--- src/rtl/core/amf0_script_data_tokenizer_assert.svh ---
// Assertion macros shared by the tokenizer RTL.
`ifndef AMF0_SCRIPT_DATA_TOKENIZER_ASSERT_SVH
`define AMF0_SCRIPT_DATA_TOKENIZER_ASSERT_SVH

`ifndef SYNTH

// Checked on every rising clk edge, quiet while arst_n is low.
`define AMF0_ASSERT(lbl, prop) \
	lbl: assert property (@(posedge clk) disable iff (!arst_n) prop) \
		else $error("amf0 tokenizer assertion failed");

// Checked on every rising clk edge, reset included.
`define AMF0_ASSERT_ALWAYS(lbl, prop) \
	lbl: assert property (@(posedge clk) prop) \
		else $error("amf0 tokenizer assertion failed");

`else

`define AMF0_ASSERT(lbl, prop)
`define AMF0_ASSERT_ALWAYS(lbl, prop)

`endif

`endif

--- src/rtl/core/amf0_pkg.sv ---
// Types and constants of the AMF0 script-data tokenizer.
package amf0_pkg;

	typedef struct packed {
		logic [7:0] byte_value;
		logic       tag_start;
	} in_item_t;

	typedef struct packed {
		logic [3:0]  event_kind;
		logic [63:0] payload;
		logic        string_last;
		logic [31:0] entry_index;
		logic [1:0]  error_code;
	} out_item_t;

	typedef struct packed {
		logic      valid;
		out_item_t item;
	} result_t;

	typedef enum logic [3:0] {
		PH_TOP       = 4'd0,
		PH_END_A     = 4'd1,
		PH_END_B     = 4'd2,
		PH_STR_HI    = 4'd3,
		PH_STR_LO    = 4'd4,
		PH_STR_BYTES = 4'd5,
		PH_COUNT     = 4'd6,
		PH_VAL_TYPE  = 4'd7,
		PH_NUMBER    = 4'd8,
		PH_BOOL      = 4'd9
	} phase_t;

	typedef enum logic [1:0] {
		ST_RUN    = 2'd0,
		ST_ENDED  = 2'd1,
		ST_FAILED = 2'd2
	} status_t;

	localparam logic [3:0] EV_NUMBER = 4'd3;
	localparam logic [3:0] EV_BOOL   = 4'd4;
	localparam logic [3:0] EV_COUNT  = 4'd5;
	localparam logic [3:0] EV_END    = 4'd6;
	localparam logic [3:0] EV_ERROR  = 4'd7;
	localparam logic [3:0] EV_EMPTY  = 4'd8;

	// string context doubles as the byte event kind
	localparam logic [1:0] CTX_TOP = 2'd0;
	localparam logic [1:0] CTX_KEY = 2'd1;
	localparam logic [1:0] CTX_VAL = 2'd2;

	localparam logic [1:0] ERR_NONE     = 2'd0;
	localparam logic [1:0] ERR_TOP_TYPE = 2'd1;
	localparam logic [1:0] ERR_VAL_TYPE = 2'd2;

	localparam logic [7:0] TYPE_NUMBER = 8'h00;
	localparam logic [7:0] TYPE_BOOL   = 8'h01;
	localparam logic [7:0] TYPE_STRING = 8'h02;
	localparam logic [7:0] TYPE_ECMA   = 8'h08;
	localparam logic [7:0] END_MARK    = 8'h09;
	localparam logic [7:0] END_ZERO    = 8'h00;

	localparam logic [15:0] COUNT_BYTES  = 16'd4;
	localparam logic [15:0] NUMBER_BYTES = 16'd8;

endpackage

--- src/rtl/core/amf0_parse.sv ---
// Parser state and per-byte token decode.
`include "amf0_script_data_tokenizer_assert.svh"

module amf0_parse (
	input  logic               clk,
	input  logic               arst_n,
	input  logic               fire,
	input  amf0_pkg::in_item_t item,
	output amf0_pkg::result_t  res
);

	amf0_pkg::phase_t  phase_q, phase_n, cur_phase;
	amf0_pkg::status_t status_q, status_n, cur_status;
	logic [15:0] bytes_left_q, bytes_left_n, cur_bytes;
	logic [31:0] entries_left_q, entries_left_n, cur_entries;
	logic [31:0] entry_counter_q, entry_counter_n, cur_counter;
	logic [63:0] value_shift_q, value_shift_n, cur_shift;
	logic [1:0]  ctx_q, ctx_n, cur_ctx;

	logic [7:0]  b;
	logic [15:0] bytes_dec;
	logic [15:0] str_len;
	logic [63:0] shift_in;
	logic [31:0] entries_dec;
	logic [31:0] counter_inc;
	logic [31:0] ctx_index;

	// tag_start clears the state before the byte is parsed
	always_comb begin
		b = item.byte_value;
		if (item.tag_start) begin
			cur_phase   = amf0_pkg::PH_TOP;
			cur_status  = amf0_pkg::ST_RUN;
			cur_bytes   = '0;
			cur_entries = '0;
			cur_counter = '0;
			cur_shift   = '0;
			cur_ctx     = amf0_pkg::CTX_TOP;
		end else begin
			cur_phase   = phase_q;
			cur_status  = status_q;
			cur_bytes   = bytes_left_q;
			cur_entries = entries_left_q;
			cur_counter = entry_counter_q;
			cur_shift   = value_shift_q;
			cur_ctx     = ctx_q;
		end
		bytes_dec   = cur_bytes - 16'd1;
		str_len     = {cur_shift[7:0], b};
		shift_in    = {cur_shift[55:0], b};
		entries_dec = cur_entries - 32'd1;
		counter_inc = cur_counter + 32'd1;
		ctx_index   = (cur_ctx == amf0_pkg::CTX_TOP) ? '0 : cur_counter;
	end

	// next state
	always_comb begin
		phase_n         = cur_phase;
		status_n        = cur_status;
		bytes_left_n    = cur_bytes;
		entries_left_n  = cur_entries;
		entry_counter_n = cur_counter;
		value_shift_n   = cur_shift;
		ctx_n           = cur_ctx;
		if (cur_status == amf0_pkg::ST_RUN) begin
			unique case (cur_phase)
				amf0_pkg::PH_TOP: begin
					if (b == amf0_pkg::TYPE_STRING) begin
						ctx_n   = amf0_pkg::CTX_TOP;
						phase_n = amf0_pkg::PH_STR_HI;
					end else if (b == amf0_pkg::TYPE_ECMA) begin
						value_shift_n = '0;
						bytes_left_n  = amf0_pkg::COUNT_BYTES;
						phase_n       = amf0_pkg::PH_COUNT;
					end else if (b == amf0_pkg::END_ZERO) begin
						phase_n = amf0_pkg::PH_END_A;
					end else begin
						status_n = amf0_pkg::ST_FAILED;
					end
				end
				amf0_pkg::PH_END_A: begin
					if (b == amf0_pkg::END_ZERO) begin
						phase_n = amf0_pkg::PH_END_B;
					end else begin
						status_n = amf0_pkg::ST_FAILED;
					end
				end
				amf0_pkg::PH_END_B: begin
					status_n = (b == amf0_pkg::END_MARK) ? amf0_pkg::ST_ENDED
						: amf0_pkg::ST_FAILED;
				end
				amf0_pkg::PH_STR_HI: begin
					value_shift_n = {56'd0, b};
					phase_n       = amf0_pkg::PH_STR_LO;
				end
				amf0_pkg::PH_STR_LO, amf0_pkg::PH_STR_BYTES: begin
					bytes_left_n = (cur_phase == amf0_pkg::PH_STR_LO) ? str_len : bytes_dec;
					if (bytes_left_n != '0) begin
						phase_n = amf0_pkg::PH_STR_BYTES;
					end else if (cur_ctx == amf0_pkg::CTX_TOP) begin
						phase_n = amf0_pkg::PH_TOP;
					end else if (cur_ctx == amf0_pkg::CTX_KEY) begin
						phase_n = amf0_pkg::PH_VAL_TYPE;
					end else begin
						// value string done: move to next entry
						entries_left_n  = entries_dec;
						entry_counter_n = counter_inc;
						if (entries_dec == '0) begin
							phase_n = amf0_pkg::PH_TOP;
						end else begin
							ctx_n   = amf0_pkg::CTX_KEY;
							phase_n = amf0_pkg::PH_STR_HI;
						end
					end
				end
				amf0_pkg::PH_COUNT: begin
					value_shift_n = shift_in;
					bytes_left_n  = bytes_dec;
					if (bytes_dec == '0) begin
						entries_left_n  = shift_in[31:0];
						entry_counter_n = '0;
						if (shift_in[31:0] == '0) begin
							phase_n = amf0_pkg::PH_TOP;
						end else begin
							ctx_n   = amf0_pkg::CTX_KEY;
							phase_n = amf0_pkg::PH_STR_HI;
						end
					end
				end
				amf0_pkg::PH_VAL_TYPE: begin
					if (b == amf0_pkg::TYPE_NUMBER) begin
						value_shift_n = '0;
						bytes_left_n  = amf0_pkg::NUMBER_BYTES;
						phase_n       = amf0_pkg::PH_NUMBER;
					end else if (b == amf0_pkg::TYPE_BOOL) begin
						phase_n = amf0_pkg::PH_BOOL;
					end else if (b == amf0_pkg::TYPE_STRING) begin
						ctx_n   = amf0_pkg::CTX_VAL;
						phase_n = amf0_pkg::PH_STR_HI;
					end else begin
						status_n = amf0_pkg::ST_FAILED;
					end
				end
				amf0_pkg::PH_NUMBER, amf0_pkg::PH_BOOL: begin
					if (cur_phase == amf0_pkg::PH_NUMBER) begin
						value_shift_n = shift_in;
						bytes_left_n  = bytes_dec;
					end
					if (cur_phase == amf0_pkg::PH_BOOL || bytes_dec == '0) begin
						entries_left_n  = entries_dec;
						entry_counter_n = counter_inc;
						if (entries_dec == '0) begin
							phase_n = amf0_pkg::PH_TOP;
						end else begin
							ctx_n   = amf0_pkg::CTX_KEY;
							phase_n = amf0_pkg::PH_STR_HI;
						end
					end
				end
				default: begin
					phase_n = amf0_pkg::PH_TOP;
				end
			endcase
		end
	end

	// result
	always_comb begin
		res = '0;
		if (cur_status == amf0_pkg::ST_RUN) begin
			unique case (cur_phase)
				amf0_pkg::PH_TOP: begin
					if (b != amf0_pkg::TYPE_STRING && b != amf0_pkg::TYPE_ECMA &&
					    b != amf0_pkg::END_ZERO) begin
						res.valid           = 1'b1;
						res.item.event_kind = amf0_pkg::EV_ERROR;
						res.item.payload    = {56'd0, b};
						res.item.error_code = amf0_pkg::ERR_TOP_TYPE;
					end
				end
				amf0_pkg::PH_END_A: begin
					if (b != amf0_pkg::END_ZERO) begin
						res.valid           = 1'b1;
						res.item.event_kind = amf0_pkg::EV_ERROR;
						res.item.error_code = amf0_pkg::ERR_TOP_TYPE;
					end
				end
				amf0_pkg::PH_END_B: begin
					res.valid = 1'b1;
					if (b == amf0_pkg::END_MARK) begin
						res.item.event_kind = amf0_pkg::EV_END;
					end else begin
						res.item.event_kind = amf0_pkg::EV_ERROR;
						res.item.error_code = amf0_pkg::ERR_TOP_TYPE;
					end
				end
				amf0_pkg::PH_STR_LO: begin
					if (str_len == '0) begin
						res.valid            = 1'b1;
						res.item.event_kind  = amf0_pkg::EV_EMPTY;
						res.item.payload     = {62'd0, cur_ctx};
						res.item.entry_index = ctx_index;
					end
				end
				amf0_pkg::PH_STR_BYTES: begin
					res.valid            = 1'b1;
					res.item.event_kind  = {2'b00, cur_ctx};
					res.item.payload     = {56'd0, b};
					res.item.string_last = (bytes_dec == '0);
					res.item.entry_index = ctx_index;
				end
				amf0_pkg::PH_COUNT: begin
					if (bytes_dec == '0) begin
						res.valid           = 1'b1;
						res.item.event_kind = amf0_pkg::EV_COUNT;
						res.item.payload    = {32'd0, shift_in[31:0]};
					end
				end
				amf0_pkg::PH_VAL_TYPE: begin
					if (b != amf0_pkg::TYPE_NUMBER && b != amf0_pkg::TYPE_BOOL &&
					    b != amf0_pkg::TYPE_STRING) begin
						res.valid            = 1'b1;
						res.item.event_kind  = amf0_pkg::EV_ERROR;
						res.item.payload     = {56'd0, b};
						res.item.entry_index = cur_counter;
						res.item.error_code  = amf0_pkg::ERR_VAL_TYPE;
					end
				end
				amf0_pkg::PH_NUMBER: begin
					if (bytes_dec == '0) begin
						res.valid            = 1'b1;
						res.item.event_kind  = amf0_pkg::EV_NUMBER;
						res.item.payload     = shift_in;
						res.item.entry_index = cur_counter;
					end
				end
				amf0_pkg::PH_BOOL: begin
					res.valid            = 1'b1;
					res.item.event_kind  = amf0_pkg::EV_BOOL;
					res.item.payload     = {56'd0, b};
					res.item.entry_index = cur_counter;
				end
				default: begin
					res.valid = 1'b0;
				end
			endcase
		end
	end

	always_ff @(posedge clk or negedge arst_n) begin
		if (!arst_n) begin
			phase_q         <= amf0_pkg::PH_TOP;
			status_q        <= amf0_pkg::ST_RUN;
			bytes_left_q    <= '0;
			entries_left_q  <= '0;
			entry_counter_q <= '0;
			value_shift_q   <= '0;
			ctx_q           <= amf0_pkg::CTX_TOP;
		end else if (fire) begin
			phase_q         <= phase_n;
			status_q        <= status_n;
			bytes_left_q    <= bytes_left_n;
			entries_left_q  <= entries_left_n;
			entry_counter_q <= entry_counter_n;
			value_shift_q   <= value_shift_n;
			ctx_q           <= ctx_n;
		end
	end

	`AMF0_ASSERT(a_str_bytes_nonzero, phase_q == amf0_pkg::PH_STR_BYTES |-> bytes_left_q != '0)
	`AMF0_ASSERT(a_sticky_silent, fire && status_q != amf0_pkg::ST_RUN && !item.tag_start |-> !res.valid)
	`AMF0_ASSERT(a_term_sets_status, fire && res.valid && (res.item.event_kind == amf0_pkg::EV_END || res.item.event_kind == amf0_pkg::EV_ERROR) |=> status_q != amf0_pkg::ST_RUN)

endmodule

--- src/rtl/core/amf0_script_data_tokenizer.sv ---
// Top level of the AMF0 script-data tokenizer: input and result registers.
//
//  channel | signals                             | direction
//  --------+-------------------------------------+----------
//  byte    | byte_valid, byte_stall, byte_data   | in
//  event   | event_valid, event_stall, event_data| out
//
// One byte per cycle sustained while byte_stall is low; each byte is held in the
// input register, decoded, and its result registered in the result register.
// A byte that yields no token updates state and leaves no result.
// arst_n clears all parser state; tag_start in a byte clears it as well.
// byte_stall rises only when the input register holds a byte and the result
// register is full and stalled.
`include "amf0_script_data_tokenizer_assert.svh"

module amf0_script_data_tokenizer (
	input  logic                clk,
	input  logic                arst_n,
	input  logic                byte_valid,
	output logic                byte_stall,
	input  amf0_pkg::in_item_t  byte_data,
	output logic                event_valid,
	input  logic                event_stall,
	output amf0_pkg::out_item_t event_data
);

	logic                in_valid_s1;
	amf0_pkg::in_item_t  in_item_s1;
	logic                out_valid_q;
	amf0_pkg::out_item_t out_q;
	logic                fire;
	amf0_pkg::result_t   res;

	assign fire       = in_valid_s1 && (!out_valid_q || !event_stall);
	assign byte_stall = in_valid_s1 && !fire;

	always_ff @(posedge clk or negedge arst_n) begin
		if (!arst_n) begin
			in_valid_s1 <= 1'b0;
		end else if (!byte_stall) begin
			in_valid_s1 <= byte_valid;
		end
	end

	always_ff @(posedge clk) begin
		if (!byte_stall) begin
			in_item_s1 <= byte_data;
		end
	end

	amf0_parse u_parse (
		.clk    (clk),
		.arst_n (arst_n),
		.fire   (fire),
		.item   (in_item_s1),
		.res    (res)
	);

	always_ff @(posedge clk or negedge arst_n) begin
		if (!arst_n) begin
			out_valid_q <= 1'b0;
		end else if (fire && res.valid) begin
			out_valid_q <= 1'b1;
		end else if (!event_stall) begin
			out_valid_q <= 1'b0;
		end
	end

	always_ff @(posedge clk) begin
		if (fire && res.valid) begin
			out_q <= res.item;
		end
	end

	assign event_valid = out_valid_q;
	assign event_data  = out_q;

	`AMF0_ASSERT(a_result_lands, fire && res.valid |=> out_valid_q)
	`AMF0_ASSERT(a_stall_needs_item, byte_stall |-> in_valid_s1)
	`AMF0_ASSERT_ALWAYS(a_free_slot_no_stall, !out_valid_q |-> !byte_stall)

endmodule

--- config.mk ---
export PLATFORM = sky130hd
export DESIGN_NAME = amf0_script_data_tokenizer
export DESIGN_NICKNAME = d
export VERILOG_FILES = /design/src/rtl/core/amf0_pkg.sv /design/src/rtl/core/amf0_parse.sv /design/src/rtl/core/amf0_script_data_tokenizer.sv
export VERILOG_INCLUDE_DIRS = /design/src /design/src/rtl/core
export SDC_FILE = /design/constraint.sdc
export NUM_CORES = 1
export LEC_CHECK = 0
export ABC_AREA = 0
export BUFFER_PORTS_ARGS = -buffer_cell sky130_fd_sc_hd__buf_2
export CAP_MARGIN = 20
export CORE_ASPECT_RATIO = 1.2
export CORE_MARGIN = 3
export CORE_UTILIZATION = 45
export CTS_CLUSTER_SIZE = 40
export DETAILED_ROUTE_END_ITERATION = 10
export PLACE_DENSITY = 0.74
export SLEW_MARGIN = 20
export SYNTH_ARGS = -nofsm -noshare
export SYNTH_HDL_FRONTEND = slang
export SYNTH_SLANG_ARGS = --single-unit
--- constraint.sdc ---
create_clock -name clk -period 9.1 [get_ports clk]
set_clock_uncertainty 0.1 [all_clocks]
set_input_delay 1.82 -clock clk [delete_from_list [all_inputs] [get_ports clk]]
set_output_delay 1.82 -clock clk [all_outputs]
set_load 0.01 [all_outputs]
# Yosys cells after proc, flatten, opt, wreduce, memory -nomap -nowiden
# Cells that the tools add are included.
[word_totals] out_inout_bits=105 wordCells=159 register_bits=266
[classes] n_addsub=3 n_mux=95 reduce_logical=27 eq_ne=18
[op_table] cell="$mux 32" count=17
[op_table] cell="$mux 64" count=6
[op_table] cell="$pmux 64 s6" count=1
[op_table] cell="$mux 69" count=5
[op_table] cell="$pmux 64 s5" count=1
[op_table] cell="$pmux 32 s3" count=2
[op_table] cell="$pmux 32 s5" count=1
[op_table] cell="$mux 16" count=7
[op_table] cell="$mux 104" count=1
[op_table] cell="$pmux 16 s5" count=1
[op_table] cell="$logic_not 32->1" count=2
[op_table] cell="$mux 4" count=14
[op_table] cell="$mux 2" count=24
[op_table] cell="$pmux 4 s9" count=1
[op_table] cell="$mux 34" count=1
[op_table] cell="$add 32x1->32 const B" count=1
[op_table] cell="$logic_not 16->1" count=2
[op_table] cell="$pmux 4 s8" count=1
[op_table] cell="$sub 32x1->32 const B" count=1
[op_table] cell="$eq 4x3->1 const B" count=4
[op_table] cell="$eq 8x4->1 const B" count=2
[op_table] cell="$pmux 2 s4" count=2
[op_table] cell="$reduce_bool 16->1" count=1
[op_table] cell="$sub 16x1->16 const B" count=1
[op_table] cell="other kinds (24)" count=44

# Longest topological paths before layout
[logic_depth] depth_word=9 depth_mapped=21 mapped_depth_nobuf=12

# By module
# From an unflattened synthesis, not the netlist that was laid out.
[hier_totals] cells_unflattened=1542 hier_area_um2=14691.6
[modules_own_cells] mod="amf0_parse" n_inst=1 area_each_um2=11240.8 cells_each=1420 seq_area_each_um2=3603.5
[modules_own_cells] mod="amf0_script_data_tokenizer" n_inst=1 area_each_um2=3450.8 cells_each=122 seq_area_each_um2=3413.3

# Least setup slack after synthesis
# Ideal clock, no wire load.
[synth_timing] kind="reg-to-reg" startpoint="reg in_item_s1[0] in the netlist's numbering" endpoint="reg out_q, in the netlist event_data[0] (enable)" path_stages_with_launch=20 slack_ns=-1.035 arrival_time_ns=9.435 n_path_buf=8 setup_time_ns=0.600 synth_period_minus_slack_ns=10.135 required_time_ns=8.400 path_cell_list="edfxtp_1 -> clkbuf_1 -> inv_1 -> clkbuf_1 -> clkbuf_1 -> clkbuf_1 -> buf_1 -> clkbuf_1 -> nand2_1 -> ha_1 -> clkbuf_1 -> xnor2_1 -> nand4b_1 -> a2111oi_0 -> nand4_1 -> or4b_1 -> buf_6 -> o22ai_4 -> nor3_1 -> a21oi_1"
[synth_via] elab_chain_len=7
[synth_lines] item="from (decl)" line="amf0_script_data_tokenizer.sv:28" text="amf0_pkg::in_item_t in_item_s1;"
[synth_lines] item="from (signal assigned)" line="amf0_script_data_tokenizer.sv:47" text="in_item_s1 <= byte_data;"
[synth_lines] item="$mux 16" line="amf0_parse.sv:31" text="if (item.tag_start) begin"
[synth_lines] item="$sub 16x1->16" line="amf0_parse.sv:48" text="bytes_dec = cur_bytes - 16'd1;"
[synth_lines] item="$logic_not 16->1" line="amf0_parse.sv:213, amf0_parse.sv:230"
[synth_lines] item="$mux 69 (on tied branches)" line="amf0_parse.sv:230, amf0_parse.sv:213"
[synth_lines] item="$pmux 1 s7" line="amf0_parse.sv:171" text="unique case (cur_phase)"
[synth_lines] item="$mux 104 (*)" line="amf0_parse.sv:170" text="if (cur_status == amf0_pkg::ST_RUN) begin"
[synth_lines] item="$logic_and 1x1->1 (*)" line="amf0_script_data_tokenizer.sv:70" text="if (fire && res.valid) begin"
[synth_lines] item="to (signal assigned)" line="amf0_script_data_tokenizer.sv:71" text="out_q <= res.item;"
[synth_lines] item="to (decl)" line="amf0_script_data_tokenizer.sv:30" text="amf0_pkg::out_item_t out_q;"
# Mark *: on every way between the ends. The rest lies on a longest branch, timed or not.
# A chain may end at the register's enable or synchronous reset.

# Final worst setup path
[layout_timing] startpoint="reg in_item_s1[0] in the netlist's numbering" endpoint="reg out_q, in the netlist event_data[43] (enable)"
# Same word-level chain as after synthesis.

==> impl_metrics.py <==
metrics = {
    "logic_synthesis": {
        "synth_top_area_share_pct": 25.56,
        "ys_top_cells_by_area": "dfrtp_1, edfxtp_1, o21ai_0",
        "ys_async_sr_fraction_pct": 56.59,
        "ys.flop_type": "dfrtp_1",
        "synth_edf_count": 112,
        "synth_xor_area_share_pct": 1.287,
        "yosysTopAreaCell": "dfrtp_1",
        "synth-simple-area-share_pct": 23.36,
        "yosys_warnings": 0,
        "synth_seq_cells": 258,
        "synth_common_cells": "nand2_1, dfrtp_1, o21ai_0, nor2_1, edfxtp_1",
        "synth_compound_area_share_pct": 21.87,
        "synth_top_family_by_area": "simple AND/OR/NAND/NOR gates",
        "ys_types": 82,
        "synthAdderAreaFrac_pct": 0.4377,
        "synthMuxAreaShare_pct": 0.4989,
        "synth_fp_nets": 1550,
        "syn_avg_cell_area_um2": 9.330,
        "syn_inst": 1532,
        "netlist_area_mm2": 0.01429,
        "ys_seq_area_share_pct": 49.09,
        "yosysMostFrequentCell": "nand2_1",
    },
    "critical_path": {
        "max_stage_delay_ns": 0.91,
        "critPathMaxFanout": 96,
        "cp.arrival_ns": 5.53,
        "r2r_start": "in_item_s1[0]$_DFFE_PN_",
        "path_cells": "inv_2 > nand2_1 > ha_1 > xnor2_1 > nand4b_1 > a2111oi_0 > nand4_1 > or4b_1 > o22ai_4 > nor3_1 > a21oi_4 > buf_12",
        "end_kind": "flop",
        "startpoint_type": "flop",
        "cpMaxStageDelayCell": "or4b_1",
        "crit_required_ns": 9.19,
        "timing.critical_path.from": "in_item_s1[0]$_DFFE_PN_",
        "path_class": "reg2reg",
    },
    "worst_hold_path": {
        "hold_path.class": "reg2reg",
        "min_from": "u_parse.value_shift_q[53]$_DFFE_PN0P_",
    },
    "cts": {
        "cts_hold_buffers": 0,
        "cts.sinks": 258,
        "numCtsBuffers": 27,
        "post_cts_buffers": 0,
        "cts_buffer_depth": 3,
        "insertion_delay_ns": 0.56,
        "ctsResizeCount": 0,
        "cts_tree": "yes",
        "cts.clk_slew.worst_paths_ns": 0.07,
        "cts-root-buf": "clkbuf_16",
        "h-tree-depth": 1,
    },
    "timing": {
        "fin_ws_ns": 3.658,
        "holdWs_ns": 0.4047,
        "finalHoldViolCount": 0,
        "tightest_slew_ns": 1.070,
        "rsz0062_at_grt": "no",
        "fmax_mhz": 183.8,
        "slew_headroom_pct": 28.10,
        "setup_violations": 0,
        "tns_ns": 0,
        "fin_crit_sh_pct": 59.80,
        "min_period_ns": 5.442,
        "report.final.slew_viol_count": 0,
    },
    "finish": {
        "fin_nets": 1616,
        "drive_gt1_share_pct": 14.45,
        "final_cells": 2016,
        "area_growth_pct": 12.78,
    },
    "pwr": {
        "p_total_mw": 3.050,
        "powerDensity_mw_per_mm2": 189.2,
        "p_leak_nw": 6.389,
        "vdd_drop_max_mv": 0.1424,
    },
    "global_route": {
        "grt-ovfl-total": 0,
        "grtUsageTotal_pct": 26.86,
        "grt_antenna_before_repair": 1,
        "grt_pass1_wl_mm": 73.29,
        "grt_max_degree": 97,
        "grt_pass1_vias": 12795,
    },
    "die": {
        "die_area_mm2": 0.03395,
        "core.rowCount": 70,
        "die_x_um": 168.7,
        "pin_count": 118,
        "die_h_um": 201.2,
        "start_util_pct": 46.23,
        "coreArea_mm2": 0.03092,
    },
    "routing": {
        "firstDrtPassIters": 6,
        "routed_wl_mm": 46.46,
        "vias": 13014,
        "drt_iter0_drc": 1794,
        "viasPerCell": 6.455,
        "wl_per_cell_um": 23.05,
        "drc_errors": 0,
        "ant_nets": 0,
    },
    "place": {
        "io_buffers": 117,
        "pre_cts_ws_ns": 3.764,
        "place_congestion": 0.9711,
        "hpwl_mm": 31.34,
        "dp_cells": 1964,
    },
    "flow_run": {
        "max-cap-violations": 0,
    },
    "outcome": {
        "status": "complete, no violations",
    },
}
[final cells by class]
| cell class | instances | area (um2) |
|---|---|---|
| Fill cell | 2819 | 14800 |
| Sequential cell | 258 | 7017 |
| Multi-Input combinational cell | 1153 | 6854 |
| Timing Repair Buffer | 143 | 812.0 |
| Clock buffer | 34 | 753.2 |
| Tap cell | 396 | 495.5 |
| Clock inverter | 16 | 130.1 |
| Inverter | 15 | 56.30 |
| Antenna cell | 1 | 2.502 |
[where the power goes]
part / switching [mW] / total [mW] / internal, mW
logic: 0.392 / 0.547 / 0.155
clock network: 0.487 / 1.11 / 0.621
registers: 0.0516 / 1.39 / 1.34
total: 0.931 / 3.05 / 2.12
[placed cells by master (no fill, tap or decap), drive strengths merged, types with 11 or more instances in the layout]
master and instances:
a31oi 24, a21o 13, xnor2 11, a22oi 57, edfxtp 112, or2 13, o31ai 13, nand4 17
or4 11, a21oi 59, or3 20, nand2 171, and3 14, nor4 29, a22o 24, nand3 46
nor2b 21, a211oi 11, clkbuf 34, buf 143, o21ai 149, nand2b 14, dfrtp 146, o211ai 30
nor2 134, inv 20, nor3 45, and2 94
[routing by layer]
metal	vias up	routed length, um	track usage, %	part of all wire [%]
met5	-	0	0	0
met4	0	2397	13.74	5.2
met3	153	3358	3.773	7.2
met2	633	22520	44.27	48
met1	6365	18180	34.49	39
li1	5863	-	-	-
[per-stage QoR]
stage          utilization [%]  area [um2]
2_1_floorplan                -       14300
3_3_place_gp             49.20       15210
3_5_place_dp             49.21       15210
4_1_cts                  52.07       16100
5_1_grt                  52.14       16120
6_report                 52.14       16120
[critical path, delay by kind of cell (launching register included)]
family                     cells  cell delay, ns
AOI/OAI and AO/OA              3            1.65
and+or+nand+nor                5            1.51
xor gates and xnor gates       1            0.25
buffers and inverters          2            0.59
DFF                            1            0.43
adders and majority gates      1            0.36
[state kept, by name, summed over array words and instances (netlist names)]
signal / count
u_parse.entries_left_q: 32
event_valid: 1
u_parse.value_shift_q: 56
u_parse.entry_counter_q: 32
u_parse.phase_q: 4
u_parse.ctx_q: 2
in_valid_s1: 1
u_parse.bytes_left_q: 16
u_parse.status_q: 2
event_data: 103
in_item_s1: 9
[cell families (layout without fill, tap and decap cells)]
kind of cell | Yosys count | in the layout
other cells | 0 | 1
xor+xnor | 21 | 21
fa+ha+maj | 5 | 5
mux | 7 | 7
simple gates | 657 | 657
buf+inv | 121 | 208
compound gates | 463 | 463
flops | 258 | 258
[path summary, 6_finish.rpt]
check,depth (start not counted),end,slack [ns]
max in group asynchronous,2,u_parse.entry_counter_q[13]$_DFFE_PN0P_,6.19
setup reg to reg,12,event_data[43]$_SDFFCE_PP0P_,3.66
hold / removal,2,u_parse.value_shift_q[53]$_DFFE_PN0P_,0.40
setup / recovery,12,event_data[43]$_SDFFCE_PP0P_,3.66
hold reg to reg,2,u_parse.value_shift_q[53]$_DFFE_PN0P_,0.40
min in group asynchronous,1,u_parse.bytes_left_q[13]$_DFFE_PN0P_,1.20
No activity file was read; power rests on OpenSTA's default activity.
